[src/card_uid_access_table_macros.svh]
// ----------------------------------------------------------------------------
// Assertion macros for the card identifier access table
// Shared helpers that wrap a clocked, reset-qualified concurrent assertion.
// ----------------------------------------------------------------------------
`ifndef CARD_UID_ACCESS_TABLE_MACROS_SVH
`define CARD_UID_ACCESS_TABLE_MACROS_SVH

// Same-cycle implication, checked out of reset
`define CUAT_ASSERT_SAME(label, ante, cons, msg) \
  label: assert property (@(posedge clk) disable iff (!rst_n) (ante) |-> (cons)) \
    else $error(msg);

// Next-cycle implication, checked out of reset
`define CUAT_ASSERT_NEXT(label, ante, cons, msg) \
  label: assert property (@(posedge clk) disable iff (!rst_n) (ante) |=> (cons)) \
    else $error(msg);

`endif

[src/cuat_pkg.sv]
// ----------------------------------------------------------------------------
// cuat_pkg
// Types, codes and sizes shared by the access table controller and cells.
// ----------------------------------------------------------------------------
package cuat_pkg;

  localparam int TABLE_DEPTH = 64;
  localparam int UID_W       = 32;
  localparam int CNT_W       = $clog2(TABLE_DEPTH + 1);
  localparam int TOTAL_W     = 7;

  // Request codes of an input item
  typedef enum logic [1:0] {
    REQ_PRESENT  = 2'd0,
    REQ_ADD      = 2'd1,
    REQ_DELETE   = 2'd2,
    REQ_RESERVED = 2'd3
  } req_t;

  // Outcome codes of a result item
  typedef enum logic [2:0] {
    OUT_ADMIN     = 3'd0,
    OUT_GRANTED   = 3'd1,
    OUT_DENIED    = 3'd2,
    OUT_ADDED     = 3'd3,
    OUT_FULL      = 3'd4,
    OUT_DELETED   = 3'd5,
    OUT_NOT_FOUND = 3'd6
  } outcome_t;

  // Operation carried by a sweep along the cell row
  typedef enum logic [1:0] {
    OP_SEARCH = 2'd0,
    OP_ADD    = 2'd1,
    OP_DELETE = 2'd2
  } op_t;

  // Broadcast to every cell for the duration of a sweep
  typedef struct packed {
    op_t              op;
    logic [UID_W-1:0] uid;
    logic             uid_ok;
  } cmd_t;

  // Token handed from one cell to the next
  typedef struct packed {
    logic             tok;
    logic             fnd;
    logic [CNT_W-1:0] rem;
  } link_t;

  // Low bits of the entry count as reported in a result item
  function automatic logic [TOTAL_W-1:0] total_bits(logic [CNT_W-1:0] cnt);
    logic [31:0] wide;
    wide = 32'(cnt);
    return wide[TOTAL_W-1:0];
  endfunction

endpackage

[src/cuat_cell.sv]
// ----------------------------------------------------------------------------
// cuat_cell
// One table slot: holds an identifier, compares it when the sweep token
// passes, takes the right neighbor's entry to close a gap, and forwards the
// token to the next slot.
// ----------------------------------------------------------------------------
module cuat_cell (
  input  logic                        clk,
  input  logic                        rst_n,
  input  cuat_pkg::cmd_t              cmd,
  input  cuat_pkg::link_t             link_in,
  output cuat_pkg::link_t             link_out,
  input  logic [cuat_pkg::UID_W-1:0]  data_in,
  output logic [cuat_pkg::UID_W-1:0]  data_out
);

  logic [cuat_pkg::UID_W-1:0] data_r, data_nxt;
  cuat_pkg::link_t            link_r, link_nxt;
  logic                       occupied;
  logic                       hit;
  logic                       wr;
  logic                       shift;

  // Decide what this slot does while the token sits here
  always_comb begin
    occupied = (link_in.rem != '0);
    hit      = link_in.tok && occupied && cmd.uid_ok && (cmd.op != cuat_pkg::OP_ADD)
               && (data_r == cmd.uid);
    wr       = link_in.tok && (cmd.op == cuat_pkg::OP_ADD) && !occupied && !link_in.fnd;
    shift    = link_in.tok && (cmd.op == cuat_pkg::OP_DELETE) && (link_in.fnd || hit);
  end

  // Store a new entry or pull the neighbor's entry down
  always_comb begin
    data_nxt = data_r;
    priority if (wr) begin
      data_nxt = cmd.uid;
    end else if (shift) begin
      data_nxt = data_in;
    end
  end

  // Advance the token, counting down the occupied slots still ahead
  always_comb begin
    link_nxt.tok = link_in.tok;
    link_nxt.fnd = link_in.fnd || hit || wr;
    link_nxt.rem = occupied ? (link_in.rem - cuat_pkg::CNT_W'(1)) : '0;
  end

  always_ff @(posedge clk) begin
    data_r <= data_nxt;
  end

  always_ff @(posedge clk) begin
    if (!rst_n) begin
      link_r <= '0;
    end else begin
      link_r <= link_nxt;
    end
  end

  assign link_out = link_r;
  assign data_out = data_r;

endmodule

[config.mk]
export PLATFORM = sky130hd
export DESIGN_NAME = cuat_cell
export DESIGN_NICKNAME = d
export VERILOG_FILES = /design/src/card_uid_access_table_macros.svh /design/src/cuat_pkg.sv /design/src/cuat_cell.sv
export SDC_FILE = /design/constraint.sdc
export NUM_CORES = 1
export LEC_CHECK = 0
export ABC_CLOCK_PERIOD_IN_PS = 6900
export BUFFER_PORTS_ARGS = -buffer_cell sky130_fd_sc_hd__buf_2
export CAP_MARGIN = 30
export CORE_ASPECT_RATIO = 2
export CORE_MARGIN = 2
export CORE_UTILIZATION = 30
export CTS_CLUSTER_SIZE = 16
export DETAILED_ROUTE_END_ITERATION = 16
export RECOVER_POWER = 50
export SYNTH_ARGS = -nofsm -noshare
export SYNTH_HDL_FRONTEND = slang
export SYNTH_SLANG_ARGS = --single-unit
[constraint.sdc]
create_clock -name clk -period 6.9 [get_ports clk]
set_clock_uncertainty 0.15 [all_clocks]
set_input_delay 2.07 -clock clk [delete_from_list [all_inputs] [get_ports clk]]
set_output_delay 2.07 -clock clk [all_outputs]
set_load 0.01 [all_outputs]
* After elaboration in Yosys (flattened, before gate mapping)
Index checks and enable logic that the tools add are counted.
Word-level totals: input bits 78, register bits 41, output and inout port bits 41, word-level logic and storage cells 27
Cells by class: reduce and logical (&&, ||, !) cells 16, equal/unequal tests 4, mux-type cells 2, add/sub/neg operators 1
Operators by type and width (count):
- $mux 32 | 2
- $eq 32x32->1 | 1
- $logic_and 1x1->1 | 9
- $reduce_bool 7->1 | 1
- $sub 7x1->7 const B | 1
- $eq 2x1->1 const B | 1
- $eq 2x2->1 const B | 1
- $logic_not 1->1 | 2
- $logic_or 1x1->1 | 2
- $ne 2x1->1 const B | 1
- $reduce_and 2->1 | 1
- $reduce_bool 2->1 | 1

* Logic depth before layout (Yosys ltp)
depth after elaboration 9, gate-level depth with buffers 6, mapped depth without buffers 6

* Least setup slack after synthesis
Ideal clock, no wire load.
path type input -> register, from input cmd[23] (netlist name), to register data_r (netlist bit data_out[0]), enable pin, data required time 6.363 ns, stages 5, slack 2.717 ns, setup time 0.387 ns, arrival 3.646 ns, cell sequence xor2_1 > nor4_1 > nand4_1 > nor4_1 > o211a_1
On the way: cells in the longest elaborated chain, start to end 5
RTL lines:
- start, declared | line cuat_cell.sv:10 | input cuat_pkg::cmd_t cmd,
- $eq 32x32->1 | line cuat_cell.sv:28 | && (data_r == cmd.uid);
- $logic_and 1x1->1 | line cuat_cell.sv:28
- $logic_or 1x1->1 | line cuat_cell.sv:30 | shift = link_in.tok && (cmd.op == cuat_pkg::OP_DELETE) && (link_in.fnd || hit);
- $logic_and 1x1->1 | line cuat_cell.sv:30
- $reduce_bool 2->1 (no line)
- end signal, assigned | line cuat_cell.sv:51 | data_r <= data_nxt;
- end, declared | line cuat_cell.sv:17 | logic [cuat_pkg::UID_W-1:0] data_r, data_nxt;
Every way passes these cells. A chain may end at the register's enable or synchronous reset.

* Worst setup path after layout
from input link_in[3] (netlist name), to register data_r (netlist bit data_out[11]) (data pin)
On the way: cells in the longest elaborated chain, start to end 5
RTL lines:
- start, declared | line cuat_cell.sv:11 | input cuat_pkg::link_t link_in,
- $reduce_bool 7->1 | line cuat_cell.sv:26 | occupied = (link_in.rem != '0);
- $logic_not 1->1 | line cuat_cell.sv:29 | wr = link_in.tok && (cmd.op == cuat_pkg::OP_ADD) && !occupied && !link_in.fnd;
- $logic_and 1x1->1 (2 in a row) | line cuat_cell.sv:29
- $mux 32 | line cuat_cell.sv:36 | priority if (wr) begin
- via data_nxt, one bit | line cuat_cell.sv:17
The timed path passes the listed nets, and every way through them passes these cells.

==> results by group <==
Place
  • Worst slack at placement: between 2 and 2.5 ns
  • Post-place instance area: 2823 um2
  • GP Congestion: 0.7380
  • Port Buffers: roughly 120
  • Final HPWL DP: roughly 4400 um

GRT
  • GRT Util Overall: 13.52%
  • Initial antenna violation count: 0
  • Largest net degree at the start of global routing: 22
  • Vias in the first global route: 1757
  • First-pass GRT wire length: 8024 um
  • Final global-route overflow total: 0

Setup path
  • CP max stage delay: 1.44 ns
  • Cell depth of the worst setup path: 6
  • Worst Reg-to-Reg Cells: 6
  • Buf/Inv on CP: 2
  • CP Class: input port to flop
  • CP arrival: 5.20 ns
  • Crit path capture type: flop
  • CP top delay family: simple AND/OR/NAND/NOR gates
  • Sequence of cells on the critical path: clkbuf_1, nor4_1, nand3b_2, nor3_1, buf_4, mux2_1
  • Max stage delay cell, worst path: nor3_1
  • Req. time, crit path: 6.77 ns
  • Crit start category: input port
  • Crit-path max FO: 19

Drt
  • DRT iter0 DRCs: 44
  • Routed Antenna Nets: 0
  • Total number of vias: 1646
  • DR WL/cell: approximately 14 um
  • DRT Wirelength: 5257 um
  • DRC: 0
  • DR vias/cell: 4.473
  • Drt pass-1 iters: 5

Floorplan
  • Core box area: between 6000 and 7000 um2
  • Row Count: 43
  • Die ar.: 7751 um2
  • Die span in y: 122.5 um
  • Die W: approximately 63 um
  • Starting density of the core: 30.60%
  • IO Count: 119

Pwr
  • VDD IR max: 127.1 uV
  • Pwr Density: 199.8 nW/um2
  • Pleak: roughly 1.1 nW

Synth
  • Yosys cell types: 25
  • Syn Std Cell Area: 2107 um2
  • Post-synthesis cell count: 153
  • Register area share after synthesis: a little over half
  • Synth Register Bits: 41
  • Yosys warns: 0
  • Post-Syn Area per Cell: 13.77 um2
  • Syn nets: approximately 230

Timing
  • Rel. slew slack: -26.23%
  • Post-route setup slack: 1.562 ns
  • Setup violators final: 0
  • Setup TNS: 0 ns
  • Max frequency: 187.3 MHz
  • RSZ-0062 raised after global routing: false
  • Least-Margin Pin Slew: 1.879 ns
  • Tmin final: 5.338 ns
  • Hold_ws: 0.6451 ns
  • Final Cycle Share: about 77%
  • Final Hold Fails: 0
  • Slew Limit Fails: 15

Run
  • Total of max-cap violations: 1

Final layout
  • Final #Nets: ~360
  • Final Util: 42.08%
  • Sequential cell area: between 1000 and 1500 um2
  • Fill count: 732
  • Most common cell after layout, fill and taps aside: buf_2
  • Share of layout cells above drive strength 1: 34.17%
  • Footprint of the multi-input gates: roughly 900 um2
  • Antenna Cells: 0
  • Area delta synth->final: 37.53%
  • Design Area, Final: 2898 um2
  • Most frequent cells in the layout: buf_2 (74), clkbuf_1 (44), edfxtp_1 (32)

Outcome
  • Status: complete, but fails checks
  • Failing checks: capacitance limit, slew limit

Clock network
  • Post-CTS Setup Repair Bufs: 0
  • CTS buffer count: 5
  • CTS Sinks: 41
  • Worst-Skew Late Latency: roughly 0.28 ns
  • Post_cts resized: 0
  • Clock root cell: clkbuf_16
  • Deepest clock path buffer count: 2
  • # hold bufs at CTS: 0
  • Worst-path clk slew: 0.06 ns
  • H-tree levels: 2
  • CTS tree: built

Hold path
  • Hold depth: 4
  • Hold Path Class: flop to flop
cells in the mapped netlist (all sizes together):
library cell	n	share of area [%]
ha	2	1.2
xor2	29	12
o21a	1	0.36
inv	2	0.36
nand2	3	0.53
mux2	32	17
dfxtp	9	8.6
xnor2	8	3.3
edfxtp	32	46
nor3b	1	0.36
nand4	4	1.2
o211a	1	0.48
nor2	8	1.4
and2	1	0.30
o31ai	1	0.36
buf	3	1.1
o21bai	1	0.36
nor4	8	2.7
nand3b	2	0.89
nand2b	2	0.59
nor3	3	1.2
flip-flops by register name, summed over array words and instances, names as in the netlist:
name      cells
link_out      9
data_out     32
cell type report:
type	instances	share of cell area, %
Sequential cell	41	39.38
Multi-Input combinational cell	107	31.69
Clock buffer	6	4.793
Clock inverter	2	0.3022
Tap cell	90	3.886
Timing Repair Buffer	120	19.69
Inverter	2	0.2591
through the flow:
step	std cells	total power, mW
2_1_floorplan	153	0.3172
3_3_place_gp	359	0.3589
3_5_place_dp	360	0.3611
4_1_cts	368	0.5929
5_1_grt	368	0.6060
6_report	368	0.5790
worst min-delay path, stage by stage (launching register included):
cell,delay [ns]
edfxtp_1,0.36
xnor2_1,0.07
nand4_1,0.08
nor4_1,0.07
o21a_1,0.17
routing by layer:
metal / routed length, um / share of wire, % / global-route usage (%) / up-vias
met2: 3227 / 61 / 28.32 / 59
met1: 1701 / 32 / 12.45 / 775
met3: 233 / 4.4 / 1.742 / 6
met4: 94 / 1.8 / 5.842 / 0
li1: - / - / - / 806
met5: 0 / 0 / 0 / -
final timing paths:
path                                        startpoint                     end  slack (ns)
worst max-delay path                        link_in[3]  data_out[11]$_DFFE_PP_        1.56
worst min-delay path            data_out[12]$_DFFE_PP_  link_out[7]$_SDFF_PN0_        0.65
worst max register to register  data_out[22]$_DFFE_PP_   data_out[9]$_DFFE_PP_        4.09
worst min register to register  data_out[12]$_DFFE_PP_  link_out[7]$_SDFF_PN0_        0.65
report_power, final:
group / total (mW) / switching (mW) / internal (mW) / leakage (nW)
Combinational: 0.0705 / 0.0342 / 0.0364 / 0.707
Sequential: 0.281 / 0.00484 / 0.276 / 0.366
Clock: 0.227 / 0.0854 / 0.142 / 0.0743
logic make-up after synthesis:
| family | share of synthesized area [%] |
|---|---|
| fa+ha+maj | 1.187 |
| flops | 54.16 |
| buf+inv | 1.425 |
| simple gates | 9.204 |
| xor+xnor | 15.38 |
| compound gates | 1.544 |
| mux | 17.10 |
No activity file was read; power rests on OpenSTA's default activity.
