[config.mk]
export PLATFORM = sky130hd
export DESIGN_NAME = cuat_ctl
export DESIGN_NICKNAME = d
export VERILOG_FILES = /design/src/cuat_pkg.sv /design/src/cuat_ctl.sv
export VERILOG_INCLUDE_DIRS = /design/src /design/src/src
export SDC_FILE = /design/constraint.sdc
export NUM_CORES = 1
export LEC_CHECK = 0
export ABC_AREA = 1
export BUFFER_PORTS_ARGS = -buffer_cell sky130_fd_sc_hd__buf_2
export CAP_MARGIN = 20
export CORE_ASPECT_RATIO = 1.75
export CORE_MARGIN = 2
export CORE_UTILIZATION = 51
export CTS_CLUSTER_SIZE = 8
export DETAILED_ROUTE_END_ITERATION = 12
export GPL_ROUTABILITY_DRIVEN = 0
export PLACE_DENSITY = 0.87
export SYNTH_ARGS = -nofsm -noshare
export SYNTH_HDL_FRONTEND = slang
export SYNTH_SLANG_ARGS = --single-unit
[constraint.sdc]
create_clock -name clk -period 2.71 [get_ports clk]
set_clock_uncertainty 0.1 [all_clocks]
set_input_delay 0.271 -clock clk [delete_from_list [all_inputs] [get_ports clk]]
set_output_delay 0.271 -clock clk [all_outputs]
set_load 0.01 [all_outputs]
[src/card_uid_access_table_macros.svh]
// ----------------------------------------------------------------------------
// Assertion macros for the card identifier access table
// Shared helpers that wrap a clocked, reset-qualified concurrent assertion.
// ----------------------------------------------------------------------------
`ifndef CARD_UID_ACCESS_TABLE_MACROS_SVH
`define CARD_UID_ACCESS_TABLE_MACROS_SVH

// Same-cycle implication, checked out of reset
`define CUAT_ASSERT_SAME(label, ante, cons, msg) \
  label: assert property (@(posedge clk) disable iff (!rst_n) (ante) |-> (cons)) \
    else $error(msg);

// Next-cycle implication, checked out of reset
`define CUAT_ASSERT_NEXT(label, ante, cons, msg) \
  label: assert property (@(posedge clk) disable iff (!rst_n) (ante) |=> (cons)) \
    else $error(msg);

`endif

[src/cuat_pkg.sv]
// ----------------------------------------------------------------------------
// cuat_pkg
// Types, codes and sizes shared by the access table controller and cells.
// ----------------------------------------------------------------------------
package cuat_pkg;

  localparam int TABLE_DEPTH = 64;
  localparam int UID_W       = 32;
  localparam int CNT_W       = $clog2(TABLE_DEPTH + 1);
  localparam int TOTAL_W     = 7;

  // Request codes of an input item
  typedef enum logic [1:0] {
    REQ_PRESENT  = 2'd0,
    REQ_ADD      = 2'd1,
    REQ_DELETE   = 2'd2,
    REQ_RESERVED = 2'd3
  } req_t;

  // Outcome codes of a result item
  typedef enum logic [2:0] {
    OUT_ADMIN     = 3'd0,
    OUT_GRANTED   = 3'd1,
    OUT_DENIED    = 3'd2,
    OUT_ADDED     = 3'd3,
    OUT_FULL      = 3'd4,
    OUT_DELETED   = 3'd5,
    OUT_NOT_FOUND = 3'd6
  } outcome_t;

  // Operation carried by a sweep along the cell row
  typedef enum logic [1:0] {
    OP_SEARCH = 2'd0,
    OP_ADD    = 2'd1,
    OP_DELETE = 2'd2
  } op_t;

  // Broadcast to every cell for the duration of a sweep
  typedef struct packed {
    op_t              op;
    logic [UID_W-1:0] uid;
    logic             uid_ok;
  } cmd_t;

  // Token handed from one cell to the next
  typedef struct packed {
    logic             tok;
    logic             fnd;
    logic [CNT_W-1:0] rem;
  } link_t;

  // Low bits of the entry count as reported in a result item
  function automatic logic [TOTAL_W-1:0] total_bits(logic [CNT_W-1:0] cnt);
    logic [31:0] wide;
    wide = 32'(cnt);
    return wide[TOTAL_W-1:0];
  endfunction

endpackage

[src/cuat_ctl.sv]
// ----------------------------------------------------------------------------
// cuat_ctl
// Sequencer: accepts an item, settles master, full and reserved cases at once, launches
// a sweep along the cell row otherwise, and holds the result item until taken.
// ----------------------------------------------------------------------------
`include "card_uid_access_table_macros.svh"

module cuat_ctl (
  input  logic                          clk,
  input  logic                          rst_n,
  input  logic                          cfg_wr_en,
  input  logic [cuat_pkg::UID_W-1:0]    cfg_wr_data,
  input  logic                          in_valid,
  output logic                          in_stall,
  input  logic [1:0]                    in_req_type,
  input  logic [cuat_pkg::UID_W-1:0]    in_card_uid,
  output logic                          out_valid,
  input  logic                          out_stall,
  output logic [2:0]                    out_outcome,
  output logic                          out_admin_mode,
  output logic [cuat_pkg::TOTAL_W-1:0]  out_entry_total,
  output cuat_pkg::cmd_t                cmd,
  output cuat_pkg::link_t               link_head,
  input  cuat_pkg::link_t               link_tail
);

  typedef enum logic [2:0] {
    ST_IDLE  = 3'b001,
    ST_SWEEP = 3'b010,
    ST_FIN   = 3'b100
  } state_t;

  state_t                        state_r, state_nxt;
  logic [cuat_pkg::UID_W-1:0]    master_r, master_nxt;
  logic                          admin_r, admin_nxt;
  logic [cuat_pkg::CNT_W-1:0]    count_r, count_nxt;
  cuat_pkg::cmd_t                cmd_r, cmd_nxt;
  logic                          start_r, start_nxt;
  cuat_pkg::outcome_t            pend_r, pend_nxt;
  logic                          out_valid_r, out_valid_nxt;
  cuat_pkg::outcome_t            out_outcome_r, out_outcome_nxt;
  logic                          out_admin_r, out_admin_nxt;
  logic [cuat_pkg::TOTAL_W-1:0]  out_total_r, out_total_nxt;
  logic                          accept;
  logic                          in_uid_ok;
  logic                          out_free;
  logic                          table_full;
  logic                          count_ok;

  assign accept     = (state_r == ST_IDLE) && in_valid;
  assign in_uid_ok  = (in_card_uid[cuat_pkg::UID_W-1 -: 8] != 8'd0);
  assign out_free   = !out_valid_r || !out_stall;
  assign table_full = (count_r >= cuat_pkg::CNT_W'(cuat_pkg::TABLE_DEPTH));
  assign count_ok   = (count_r <= cuat_pkg::CNT_W'(cuat_pkg::TABLE_DEPTH));

  // Configuration write
  assign master_nxt = cfg_wr_en ? cfg_wr_data : master_r;

  // Sequence one item
  always_comb begin
    state_nxt = state_r;
    admin_nxt = admin_r;
    count_nxt = count_r;
    cmd_nxt   = cmd_r;
    start_nxt = 1'b0;
    pend_nxt  = pend_r;
    unique case (state_r)
      ST_IDLE: begin
        if (in_valid) begin
          cmd_nxt.uid    = in_card_uid;
          cmd_nxt.uid_ok = in_uid_ok;
          unique case (cuat_pkg::req_t'(in_req_type))
            cuat_pkg::REQ_PRESENT: begin
              if (in_uid_ok && (in_card_uid == master_r)) begin
                admin_nxt = !admin_r;
                pend_nxt  = cuat_pkg::OUT_ADMIN;
                state_nxt = ST_FIN;
              end else begin
                cmd_nxt.op = cuat_pkg::OP_SEARCH;
                start_nxt  = 1'b1;
                state_nxt  = ST_SWEEP;
              end
            end
            cuat_pkg::REQ_ADD: begin
              if (table_full) begin
                pend_nxt  = cuat_pkg::OUT_FULL;
                state_nxt = ST_FIN;
              end else begin
                cmd_nxt.op = cuat_pkg::OP_ADD;
                start_nxt  = 1'b1;
                state_nxt  = ST_SWEEP;
              end
            end
            cuat_pkg::REQ_DELETE: begin
              cmd_nxt.op = cuat_pkg::OP_DELETE;
              start_nxt  = 1'b1;
              state_nxt  = ST_SWEEP;
            end
            cuat_pkg::REQ_RESERVED: begin
              pend_nxt  = cuat_pkg::OUT_DENIED;
              state_nxt = ST_FIN;
            end
            default: begin
              pend_nxt  = cuat_pkg::OUT_DENIED;
              state_nxt = ST_FIN;
            end
          endcase
        end
      end
      ST_SWEEP: begin
        // Token leaves the last cell: the whole row has been visited
        if (link_tail.tok) begin
          state_nxt = ST_FIN;
          unique case (cmd_r.op)
            cuat_pkg::OP_SEARCH: begin
              pend_nxt = link_tail.fnd ? cuat_pkg::OUT_GRANTED : cuat_pkg::OUT_DENIED;
            end
            cuat_pkg::OP_ADD: begin
              pend_nxt  = cuat_pkg::OUT_ADDED;
              count_nxt = count_r + cuat_pkg::CNT_W'(1);
            end
            cuat_pkg::OP_DELETE: begin
              if (link_tail.fnd) begin
                pend_nxt  = cuat_pkg::OUT_DELETED;
                count_nxt = count_r - cuat_pkg::CNT_W'(1);
              end else begin
                pend_nxt = cuat_pkg::OUT_NOT_FOUND;
              end
            end
            default: begin
              pend_nxt = cuat_pkg::OUT_DENIED;
            end
          endcase
        end
      end
      ST_FIN: begin
        if (out_free) begin
          state_nxt = ST_IDLE;
        end
      end
      default: begin
        state_nxt = ST_IDLE;
      end
    endcase
  end

  // Load the result register when it is free, drop the item once taken
  always_comb begin
    out_valid_nxt   = out_valid_r && out_stall;
    out_outcome_nxt = out_outcome_r;
    out_admin_nxt   = out_admin_r;
    out_total_nxt   = out_total_r;
    if ((state_r == ST_FIN) && out_free) begin
      out_valid_nxt   = 1'b1;
      out_outcome_nxt = pend_r;
      out_admin_nxt   = admin_r;
      out_total_nxt   = cuat_pkg::total_bits(count_r);
    end
  end

  always_ff @(posedge clk) begin
    if (!rst_n) begin
      state_r     <= ST_IDLE;
      master_r    <= '0;
      admin_r     <= 1'b0;
      count_r     <= '0;
      start_r     <= 1'b0;
      out_valid_r <= 1'b0;
    end else begin
      state_r     <= state_nxt;
      master_r    <= master_nxt;
      admin_r     <= admin_nxt;
      count_r     <= count_nxt;
      start_r     <= start_nxt;
      out_valid_r <= out_valid_nxt;
    end
  end

  always_ff @(posedge clk) begin
    cmd_r         <= cmd_nxt;
    pend_r        <= pend_nxt;
    out_outcome_r <= out_outcome_nxt;
    out_admin_r   <= out_admin_nxt;
    out_total_r   <= out_total_nxt;
  end

  assign in_stall        = (state_r != ST_IDLE);
  assign out_valid       = out_valid_r;
  assign out_outcome     = out_outcome_r;
  assign out_admin_mode  = out_admin_r;
  assign out_entry_total = out_total_r;
  assign cmd             = cmd_r;

  // Feed the head of the cell row
  always_comb begin
    link_head.tok = start_r;
    link_head.fnd = 1'b0;
    link_head.rem = count_r;
  end

  `CUAT_ASSERT_SAME(a_state_onehot, 1'b1, $onehot(state_r), "state register not one-hot")
  `CUAT_ASSERT_SAME(a_count_range, 1'b1, count_ok, "entry count beyond table depth")
  `CUAT_ASSERT_SAME(a_tail_in_sweep, link_tail.tok, state_r == ST_SWEEP, "token outside sweep")
  `CUAT_ASSERT_NEXT(a_accept_leaves_idle, accept, state_r != ST_IDLE, "accept stayed idle")
  `CUAT_ASSERT_NEXT(a_start_pulse, start_r, !start_r && (state_r == ST_SWEEP), "start not a pulse")

endmodule

; ---- After elaboration in Yosys (flattened, before gate mapping)
; Cells that the tools add are included.
; W data, S select, Z words.
[totals]
reg_bits = 94
out_inout_bits = 57
[classes]
add_sub_neg = 2
order_cmp = 1
eq_ne = 19
muxes = 25
reduce_logical = 20
[ops]
columns = operator, count
row1 = $eq A32 B32 Y1, 1
row2 = $mux W3, 9
row3 = $pmux W3 S3, 3
row4 = $pmux W7 S2, 1
row5 = $ne A2 B2 Y1 const B, 6
row6 = $pmux W3 S4, 1
row7 = $mux W2, 4
row8 = $reduce_and A4 Y1, 2
row9 = $reduce_bool A8 Y1, 1
row10 = $add A7 B1 Y7 const B, 1
row11 = $ge A7 B7 Y1 const B, 1
row12 = $mux W7, 1
row13 = $sub A7 B1 Y7 const B, 1
row14 = $eq A2 B2 Y1 const B, 3
row15 = $ne A3 B3 Y1 const B, 2
row16 = $pmux W2 S3, 1
row17 = $pmux W3 S2, 1
row18 = $reduce_and A3 Y1, 2
row19 = $reduce_and A6 Y1, 1
row20 = $reduce_and A5 Y1, 1
row21 = $eq A2 B1 Y1 const B, 2
row22 = $logic_not A2 Y1, 2
row23 = $ne A4 B1 Y1 const B, 1
row24 = $reduce_bool A2 Y1, 2
row25 = other kinds (11), 17

; ---- Logic depth before layout (Yosys ltp)
; Gate-level depths: netlist of the first run.
[depth]
ltp_word = 6
ltp_mapped = 12
depth_no_buf = 12

; ---- Worst setup path before layout of the first run
; Ideal clock, no wire load.
[synth_timing]
path_kind = register -> register
from = reg cmd_r, in the netlist cmd[33]
to = reg count_r[6] (netlist name)
arrival_time_ns = 1.922
required_time_ns = 2.540
slack_ns = 0.618
path_stages_with_launch = 12
path_buffers = 0
cell_sequence = edfxtp_1 > nor2_2 > inv_2 > fa_1 > nand3b_1 > nand2_1 > a21oi_1 > o21ai_0 > nand2_1 > nand2_1 > nand2_1 > a21oi_1
[synth_between]
elab_chain_len = 3
word_cells_on_any_way = 6
[synth_rtl]
columns = item, line
row1 = "start, declared", cuat_ctl.sv:37  ; cuat_pkg::cmd_t cmd_r, cmd_nxt;
row2 = "start signal, assigned", cuat_ctl.sv:180  ; cmd_r <= cmd_nxt;
row3 = $eq A2 B2 Y1 / $eq A2 B1 Y1 (equally long branches), cuat_ctl.sv:114  ; unique case (cmd_r.op)
row4 = $ne A2 B2 Y1 (no line) / $reduce_bool A2 Y1 (equally long branches), n/a
row5 = $reduce_and A4 Y1 (no line), n/a
row6 = "end signal, assigned", cuat_ctl.sv:173  ; count_r <= count_nxt;
row7 = "end, declared", cuat_ctl.sv:36  ; logic [cuat_pkg::CNT_W-1:0] count_r, count_nxt;
; Parallel ways exist; a longest one is shown, timed or not.
; A chain may end at the register's enable or synchronous reset.

; ---- Worst setup path after layout of the first run
; Same ends and word-level chain as after synthesis.

==> results.md, run 1 <==
- Clk buf depth: 2
- Sequential power share: 49.8%
- Die area: 0.009439 mm²
- Slew Limit Fails: 0
- Max incr delay on CP: 450 ps
- TritonCTS buffer count: 9
- Combinational power share: 16.0%
- Hold Path Origin: in_card_uid[8]
- Commonest non-fill, non-tap cell in the layout: nand2_1
- Sw Ratio: 26.63%
- Core area: 0.008368 mm²
- Maximum VDD drop: 382.3 µV
- 1st-iter DRT viols: 150
- Final nets: 750
- Yosys cell types: 32
- Syn Area/Cell: 8.371 µm²
- Worst reg2reg path depth: 11
- Number of global-route vias before repair: 3854
- Number of port buffers: 128
- Worst Path Arrival: 2370 ps
- Post-Syn Area: 0.004412 mm²
- FILL cells: 707
- Worst-path clk slew: 60 ps
- Cell family with most CP delay: simple AND/OR/NAND/NOR gates
- Crit-path cells: nor2_2 > inv_2 > fa_1 > nand3b_1 > nand2_1 > a21oi_1 > o21ai_0 > nand2_1 > nand2_1 > nand2_1 > a21oi_1
- Crit Reg-Reg Startpoint: cmd[33]
- Initial Util: 52.72%
- Layout area overhead: 23.68%
- Via count: 3872
- Antenna-violating nets left: 0
- Status: completed
- Register area: 0.002372 mm²
- Row cnt: 44
- Syn nets: 618
- Most frequent cells in the layout: nand2_1 (140), buf_2 (128), inv_1 (69)
- P_int: 2.482 mW
- Die W: 74.31 µm
- Pin count of the biggest net entering global routing: 57
- Worst hold endpoint: cmd[9]
- Via-to-Cell Ratio: 4.970
- Drt first pass iters: 4
- Tot GR Track Use: 23.50%
- Dpl hpwl: 8053 µm
- Worst Hold Class: input port to flip-flop
- R2R Setup Slk: 510 ps
- Finished layout cell area: 0.005456 mm²
- Most used cell, CP: nand2_1
- I/O pin count: 137
- CTS tree: done
- Pleak: 2.616 nW
- Setup TNS: 0 ps
- Synth Register Bits: 94
- Sequential fraction of the synthesis area: 53.77%
- Root buffer cell: clkbuf_16
- Crit Path Max Fanout: 5
- Congestion Overflow GR: 0
- CP Capture Type: flip-flop
- Layout Utilization: 65.21%
- Final worst-path cycle share: 81.18%
- Total Wirelength: 10610 µm
- Post-DR wirelength/cell: 13.61 µm
- Final hold vios: 0
- Share of cells above drive strength 1: 25.60%
- Drt drc: 0
- Clock Latency Late Sink: 340 ps
- Area of the multi-input gates: 0.001682 mm²
- Post-synthesis instance total: 527
- Cells on Worst Hold Path: 1
- Net Sw Power: 0.9009 mW
- Setup violators final: 0
- FF-to-FF End: count_r[6]
- Achievable frequency: 454.5 MHz
- Post-CTS setup repair buffer count: 0
- Crit Path Category: flip-flop to flip-flop
- PD cells: 620.0 mW/mm²
- Crit path buf inv count: 1
- Global-route wire length before repair: 16800 µm
- Initial antenna violation count: 0
- Cell Area, Placed: 0.005192 mm²
- Ant. Diodes: 0
- CTS resizes: 0
- Yosys warnings: 0
- WP data required: 2880 ps
- Pwr Total: 3.383 mW
- Min Clock Period, post-route: 2200 ps
- # hold bufs at CTS: 0
- RSZ-0062 raised after global routing: false
- Max_cap viols: 0
- Clk pwr share: 34.2%
- Die height: 127.0 µm
- H-tree level count: 3
- Startpoint class of the critical path: flip-flop
- Count of clock tree sinks: 94
- Critical Path Slowest Stage Cell: edfxtp_1
[sequential cells by signal, indices dropped and copies added (netlist names)]
signal	flops
out_outcome	3
count_r	7
out_valid	1
pend_r	3
master_r	32
state_r	3
out_entry_total	7
admin_r	1
cmd	35
start_r	1
out_admin_mode	1
[Yosys cell counts, drive strengths merged]
master  instances  area share (%)
a21oi          43             4.9
conb            1           0.085
nand4           2            0.43
fa              1            0.45
xnor2           7             1.4
nor2           57             5.5
nor3            2            0.60
a21boi          1            0.17
inv            81             6.9
nand3b          1            0.17
and2            2            0.28
o21ai          50             5.8
a211oi          2            0.34
o211ai          1            0.17
clkbuf          8            0.68
xor2            8             1.6
nand3          12             1.6
edfxtp         49              33
nand2         140              12
buf             4            0.54
ha             10             2.8
dfxtp          45              20
[final cells by class]
class	count	share of cell area, %
repair buffers	133	12.66
flip-flops and latches	94	43.48
multi-input cells	340	30.82
clock inverters	2	0.1834
clock buffers	14	4.655
inverters	81	5.572
well taps	115	2.637
[per-stage QoR]
stage | worst slack [ps] | std cells | hold WS [ps]
after global routing | 374.2 | 779 | 24.26
after detailed placement | 560.4 | 763 | 307.9
final | 509.9 | 779 | 31.28
after floorplan | 617.8 | 527 | 269.9
after global placement | 699.0 | 763 | 303.5
after CTS | 540.0 | 779 | 23.74
[metal layers]
metal | vias to the layer above | track usage (%) | routed length, µm
li1 | 1943 | - | -
met1 | 1761 | 23.27 | 3767
met2 | 138 | 43.86 | 5855
met3 | 30 | 4.732 | 513
met4 | 0 | 12.50 | 467
met5 | - | 0 | 0
[logic make-up after synthesis]
logic type | Yosys count | share of synthesized area (%)
flip-flops | 94 | 53.77
AND/OR/NAND/NOR | 216 | 20.45
AO/OA/AOI/OAI | 97 | 11.32
adder cells (fa/ha/maj) | 11 | 3.290
buffers and inverters | 93 | 8.111
other | 1 | 0.08500
XOR/XNOR | 15 | 2.978
[power by group through the flow]
| stage | Combinational (mW) | Clock [mW] | Sequential, mW |
|---|---|---|---|
| after floorplan | 0.284 | 0 | 1.74 |
| after global placement | 0.520 | 0 | 1.71 |
| after detailed placement | 0.540 | 0 | 1.71 |
| after CTS | 0.545 | 1.17 | 1.69 |
| after global routing | 0.606 | 1.22 | 1.69 |
| final | 0.542 | 1.16 | 1.68 |
[worst max path at each step]
stage	from	to	slack [ps]	cells past startpoint
6_report	cmd[33]	count_r[6]	510	11
5_1_grt	cmd[33]	count_r[6]	370	11
4_1_cts	cmd[33]	count_r[6]	540	11
3_5_place_dp	cmd[33]	count_r[6]	560	11
3_3_place_gp	cmd[33]	count_r[6]	700	11
2_1_floorplan	cmd[33]	count_r[6]	620	11
Power figures use the tool's default switching activity.
==> inputs of run 2 (changes only) <==
- clock period: 2.71 -> 2.03 ns (I/O delays scaled with it)
==> results.md, run 2 (synthesis gave the netlist of run 1 again) <==
- Initial antenna violation count: 1 (was 0)
- Pin count of the biggest net entering global routing: 27 (was 57)
- Worst Path Arrival: 2220 ps (was 2370 ps)
- Via-to-Cell Ratio: 5.128 (was 4.970)
- Number of port buffers: 128 (unchanged)
- Clk buf depth: 2 (unchanged)
- Cell family with most CP delay: compound AO/OA/AOI/OAI gates (was simple AND/OR/NAND/NOR gates)
- Crit Path Category: flip-flop to flip-flop (unchanged)
- I/O pin count: 137 (unchanged)
- Clk pwr share: 32.8% (was 34.2%)
- Max_cap viols: 0 (unchanged)
- Placed cell count: 768 (was 763)
- Crit Path Max Fanout: 4 (was 5)
- Max incr delay on CP: 430 ps (was 450 ps)
- Crit path buf inv count: 1 (unchanged)
- Dpl hpwl: 8473 µm (was 8053 µm)
- Final hold vios: 0 (unchanged)
- Critical Path Slowest Stage Cell: edfxtp_1 (unchanged)
- Die W: 74.31 µm (unchanged)
- Row cnt: 44 (unchanged)
- Global-route wire length before repair: 18910 µm (was 16800 µm)
- Clock Latency Late Sink: 340 ps (about the same)
- Total Wirelength: 12270 µm (was 10610 µm)
- Post-DR wirelength/cell: 14.91 µm (was 13.61 µm)
- Die height: 127.0 µm (unchanged)
- Final worst-path cycle share: 103.4% (was 81.18%)
- Achievable frequency: 476.5 MHz (was 454.5 MHz)
- Worst Hold Class: input port to flip-flop (unchanged)
- P_int: 3.333 mW (was 2.482 mW)
- Post-place setup slack: -83.08 ps (was 560.4 ps)
- Via count: 4220 (was 3872)
- Share of cells above drive strength 1: 27.72% (was 25.60%)
- TritonCTS buffer count: 9 (unchanged)
- 1st-iter DRT viols: 263 (was 150)
- Slew Limit Fails: 0 (unchanged)
- WP data required: 2160 ps (was 2880 ps)
- Sequential power share: 49.0% (was 49.8%)
- Setup violators final: 1 (was 0)
- Post-route setup slack: -68.52 ps (was 509.9 ps)
- CP Capture Type: flip-flop (unchanged)
- Congestion Overflow GR: 0 (unchanged)
- Most frequent cells in the layout: nand2_1 (139), buf_2 (128), inv_1 (68) (was nand2_1 (140), buf_2 (128), inv_1 (69))
- Pwr Total: 4.595 mW (was 3.383 mW)
- Drt drc: 0 (unchanged)
- Root buffer cell: clkbuf_16 (unchanged)
- Antenna-violating nets left: 0 (unchanged)
- Number of global-route vias before repair: 4310 (was 3854)
- Combinational power share: 18.1% (was 16.0%)
- Commonest non-fill, non-tap cell in the layout: nand2_1 (unchanged)
- Pleak: 2.803 nW (was 2.616 nW)
- Startpoint class of the critical path: flip-flop (unchanged)
- Largest register FFs: 35 (unchanged)
- Initial Util: 52.72% (unchanged)
- Net Sw Power: 1.262 mW (was 0.9009 mW)
- Core area: 0.008368 mm² (unchanged)
- CTS tree: done (unchanged)
- Worst-path clk slew: 70 ps (was 60 ps)
- Count of clock tree sinks: 94 (unchanged)
- Status: finished with violations (was completed)
- PD cells: 779.2 mW/mm² (was 620.0 mW/mm²)
- H-tree level count: 3 (unchanged)
- Tot GR Track Use: 26.68% (was 23.50%)
- RSZ-0062 raised after global routing: true (was false)
- Final nets: 793 (was 750)
- Layout area overhead: 33.66% (was 23.68%)
- Maximum VDD drop: 474.9 µV (was 382.3 µV)
- Min Clock Period, post-route: 2099 ps (was 2200 ps)
- Die area: 0.009439 mm² (unchanged)
- Crit-path cells: nor2_4 > buf_4 > ha_2 > a21oi_2 > nand2_2 > a21oi_2 > o21ai_1 > nand2_1 > nand2_1 > nand2_1 > a21oi_2 (was nor2_2 > inv_2 > fa_1 > nand3b_1 > nand2_1 > a21oi_1 > o21ai_0 > nand2_1 > nand2_1 > nand2_1 > a21oi_1)
- Sw Ratio: 27.46% (was 26.63%)
- Failing checks: setup timing
- Finished Layout Cells: 823 (was 779)
- Drt first pass iters: 4 (unchanged)
==> run 2: worst register-to-register path: stages, from the launching register on <==
cell      delay (ps)
edfxtp_1         430
nor2_4           180
buf_4            160
ha_2             310
a21oi_2          160
nand2_2           90
a21oi_2          200
o21ai_1          110
nand2_1           70
nand2_1           50
nand2_1           80
a21oi_2           50
==> run 2: path summary, 6_finish.rpt <==
kind	slack [ps]	endpoint	cells after the start	startpoint
worst max register to register	-70	count_r[6]	11	cmd[33]
worst max-delay path	-70	count_r[6]	11	cmd[33]
worst min register to register	320	out_outcome[1]	0	pend_r[1]
worst min-delay path	0.6	master_r[30]	3	cfg_wr_data[30]
==> run 2: repair_timing <==
item                                    4_1_cts  5_1_grt
buffers inserted                              1        4
endpoints found under the hold margin        33        0
gates cloned                                  0        0
pin swaps                                     1        4
hold buffers                                 33        0
gates resized for setup                       3       11
endpoints found under the setup margin        1        5
==> run 2: power groups by stage <==
stage	Combinational, mW	Sequential (mW)	Clock (mW)
2_1_floorplan	0.381	2.33	0
3_3_place_gp	0.704	2.28	0
3_5_place_dp	0.734	2.29	0
4_1_cts	0.794	2.25	1.51
5_1_grt	0.914	2.27	1.59
6_report	0.833	2.25	1.51
==> run 2: through the flow <==
step	cell area [µm²]	util [%]	hold slack (ps)	TNS, ps
3_5_place_dp	5223	62.41	305.6	-83.08
6_report	5897	70.47	0.5733	-68.52
2_1_floorplan	4417	-	201.9	0
3_3_place_gp	5223	62.41	302.6	0
5_1_grt	5897	70.47	1.787	-211.1
4_1_cts	5826	69.62	0.1942	0
==> run 2: area by class of cell <==
type | instances | area (µm²)
multi-input combinational | 340 | 1729
sequential | 94 | 2375
fill | 665 | 2471
timing repair buffer | 176 | 1084
clock inverter | 6 | 30.03
antenna | 1 | 2.502
clock buffer | 10 | 229.0
inverter | 81 | 304.0
tap | 115 | 143.9
==> run 2: layer usage <==
metal  vias to the layer above  global-route usage, %  routed length [µm]
met5                         -                      0                   0
met4                         0                  18.59                 776
met3                        60                  4.890                 642
met2                       189                  49.32                6736
met1                      1938                  25.03                4118
li1                       2033                      -                   -
==> inputs of run 3 (changes only) <==
- PLACE_DENSITY: 0.87 -> 0.8
- SKIP_LAST_GASP: unset -> 1
==> results.md, run 3 (synthesis gave the netlist of run 1 again) <==
- Status: completed (was finished with violations)
- Cell Area, Placed: 0.005207 mm² (was 0.005223 mm²)
- Maximum VDD drop: 632.6 µV (was 474.9 µV)
- Crit Path Category: flip-flop to flip-flop (unchanged)
- Slew Limit Fails: 0 (unchanged)
- R2R Setup Slk: 8 ps (was -70 ps)
- Core area: 0.008368 mm² (unchanged)
- Post-DR wirelength/cell: 13.78 µm (was 14.91 µm)
- Number of global-route vias before repair: 3967 (was 4310)
- Pleak: 2.839 nW (was 2.803 nW)
- Worst Hold Class: input port to flip-flop (unchanged)
- Pin count of the biggest net entering global routing: 57 (was 27)
- Via count: 4133 (was 4220)
- Max incr delay on CP: 420 ps (was 430 ps)
- Dpl hpwl: 7898 µm (was 8473 µm)
- Via-to-Cell Ratio: 5.010 (was 5.128)
- Most frequent cells in the layout: nand2_1 (139), buf_2 (127), inv_1 (68) (was nand2_1 (139), buf_2 (128), inv_1 (68))
- Crit Path Max Fanout: 4 (unchanged)
- PD cells: 809.6 mW/mm² (was 779.2 mW/mm²)
- Number of port buffers: 128 (unchanged)
- Max_cap viols: 0 (unchanged)
- Die W: 74.31 µm (unchanged)
- Final hold vios: 0 (unchanged)
- Finished layout cell area: 0.005966 mm² (was 0.005897 mm²)
- Hold_ws: 6.660 ps (was 0.5733 ps)
- Critical Path Slowest Stage Cell: edfxtp_1 (unchanged)
- Worst Setup EP: count_r[6] (unchanged)
- Largest register FFs: 35 (unchanged)
- WP data required: 2150 ps (was 2160 ps)
- TritonCTS buffer count: 9 (unchanged)
- Achievable frequency: 494.7 MHz (was 476.5 MHz)
- Min Clock Period, post-route: 2022 ps (was 2099 ps)
- Worst reg2reg path depth: 10 (was 11)
- Clk buf depth: 2 (unchanged)
- FILL cells: 644 (was 665)
- Crit Reg-Reg Startpoint: cmd[33] (unchanged)
- I/O pin count: 137 (unchanged)
- Total Wirelength: 11370 µm (was 12270 µm)
- Most used cell, CP: nand2_1
- Root buffer cell: clkbuf_16 (unchanged)
- Clock Latency Late Sink: 340 ps (about the same)
- Share of cells above drive strength 1: 27.22% (was 27.72%)
- Cell family with most CP delay: simple AND/OR/NAND/NOR gates (was compound AO/OA/AOI/OAI gates)
- Tot GR Track Use: 24.22% (was 26.68%)
- FF-to-FF End: count_r[6] (unchanged)
- Final nets: 795 (was 793)
- CTS tree: done (unchanged)
- Commonest non-fill, non-tap cell in the layout: nand2_1 (unchanged)
- CP Capture Type: flip-flop (unchanged)
- Drt drc: 0 (unchanged)
- Antenna-violating nets left: 0 (unchanged)
- Crit-path cells: nor2_4 > inv_2 > fa_2 > nand3b_1 > nand2_2 > a21oi_2 > o211ai_1 > nand2_1 > nand2_1 > a21oi_1 (was nor2_4 > buf_4 > ha_2 > a21oi_2 > nand2_2 > a21oi_2 > o21ai_1 > nand2_1 > nand2_1 > nand2_1 > a21oi_2)
- Drt first pass iters: 4 (unchanged)
- Worst Path Arrival: 2140 ps (was 2220 ps)
- Startpoint class of the critical path: flip-flop (unchanged)
- 1st-iter DRT viols: 249 (was 263)
- Crit path buf inv count: 1 (unchanged)
- H-tree level count: 3 (unchanged)
- Initial Util: 52.72% (unchanged)
- Die height: 127.0 µm (unchanged)
- Final worst-path cycle share: 99.59% (was 103.4%)
- Layout area overhead: 35.22% (was 33.66%)
- Setup violators final: 0 (was 1)
- Global-route wire length before repair: 17440 µm (was 18910 µm)
- RSZ-0062 raised after global routing: true (unchanged)
- Pwr Total: 4.830 mW (was 4.595 mW)
- Row cnt: 44 (unchanged)
- Initial antenna violation count: 1 (unchanged)
- Count of clock tree sinks: 94 (unchanged)
- Cells on Worst Hold Path: 3 (unchanged)
- WP depth: 10 (was 11)
- Critical Path Source: cmd[33] (unchanged)
- Congestion Overflow GR: 0 (unchanged)
- Die area: 0.009439 mm² (unchanged)
- Worst-path clk slew: 70 ps (about the same)
run 3: changes by cell type in the layout (fill, tap and decap cells not counted), sizes merged:
cell	delta
clkinv	-4
clkinvlp	+2
bufinv	+1
clkbuf	+1
dlygate4sd3	+1
dlymetal6s4s	+1
run 3: metrics by stage:
| stage | setup WS (ps) | util, % | TNS [ps] | instances |
|---|---|---|---|---|
| finish | 8.388 | 71.29 | 0 | 825 |
| global route | -73.31 | 71.29 | -152.2 | 825 |
| CTS | 2.885 | 70.51 | 0 | 819 |
| detailed placement | -65.76 | 62.23 | -65.76 | 766 |
| global placement | 24.40 | 62.23 | 0 | 766 |
| floorplan | 6.622 | - | 0 | 527 |
run 3: worst min-delay path by stage:
stage | start | end
after floorplan | in_card_uid[9] | cmd[10]
after global placement | pend_r[2] | out_outcome[2]
after detailed placement | in_card_uid[28] | cmd[29]
after CTS | cfg_wr_data[18] | master_r[18]
after global routing | in_card_uid[21] | cmd[22]
final | cfg_wr_data[18] | master_r[18]
run 3: area by class of cell:
| class | instances | area [µm²] | area share [%] |
|---|---|---|---|
| repair buffers | 178 | 1112 | 18.65 |
| well taps | 115 | 143.9 | 2.412 |
| flip-flops and latches | 94 | 2372 | 39.77 |
| clock inverters | 5 | 55.05 | 0.9228 |
| clock buffers | 11 | 264.0 | 4.425 |
| diodes | 1 | 2.502 | 0.04195 |
| inverters | 81 | 304.0 | 5.096 |
| multi-input cells | 340 | 1712 | 28.69 |
run 3: worst register-to-register path, cell delays in order, from the launching register on:
cell and delay [ps]:
edfxtp_1 420, nor2_4 190, inv_2 70, fa_2 340
nand3b_1 200, nand2_2 110, a21oi_2 60, o211ai_1 180
nand2_1 90, nand2_1 70, a21oi_1 60
run 3: report_power, final:
part | internal, mW | switching (mW) | total (mW)
combinational | 0.330 | 0.479 | 0.809
clock | 1.06 | 0.713 | 1.77
sequential | 2.18 | 0.0670 | 2.25
total | 3.57 | 1.26 | 4.83
run 3: per-layer routing:
layer | GRT usage (%) | wire length [µm] | up-vias | part of all wire [%]
li1 | - | - | 2044 | -
met5 | 0 | 0 | - | 0
met4 | 12.29 | 400 | 0 | 3.5
met1 | 24.29 | 4153 | 1909 | 37
met3 | 4.890 | 566 | 36 | 5.0
met2 | 45.17 | 6247 | 144 | 55
run 3: what timing repair did:
action	in CTS	in global routing
hold buffers	35	0
setup endpoints to repair	1	5
resized for setup	4	8
pin swaps	1	6
setup buffers	2	6
endpoints found under the hold margin	35	0
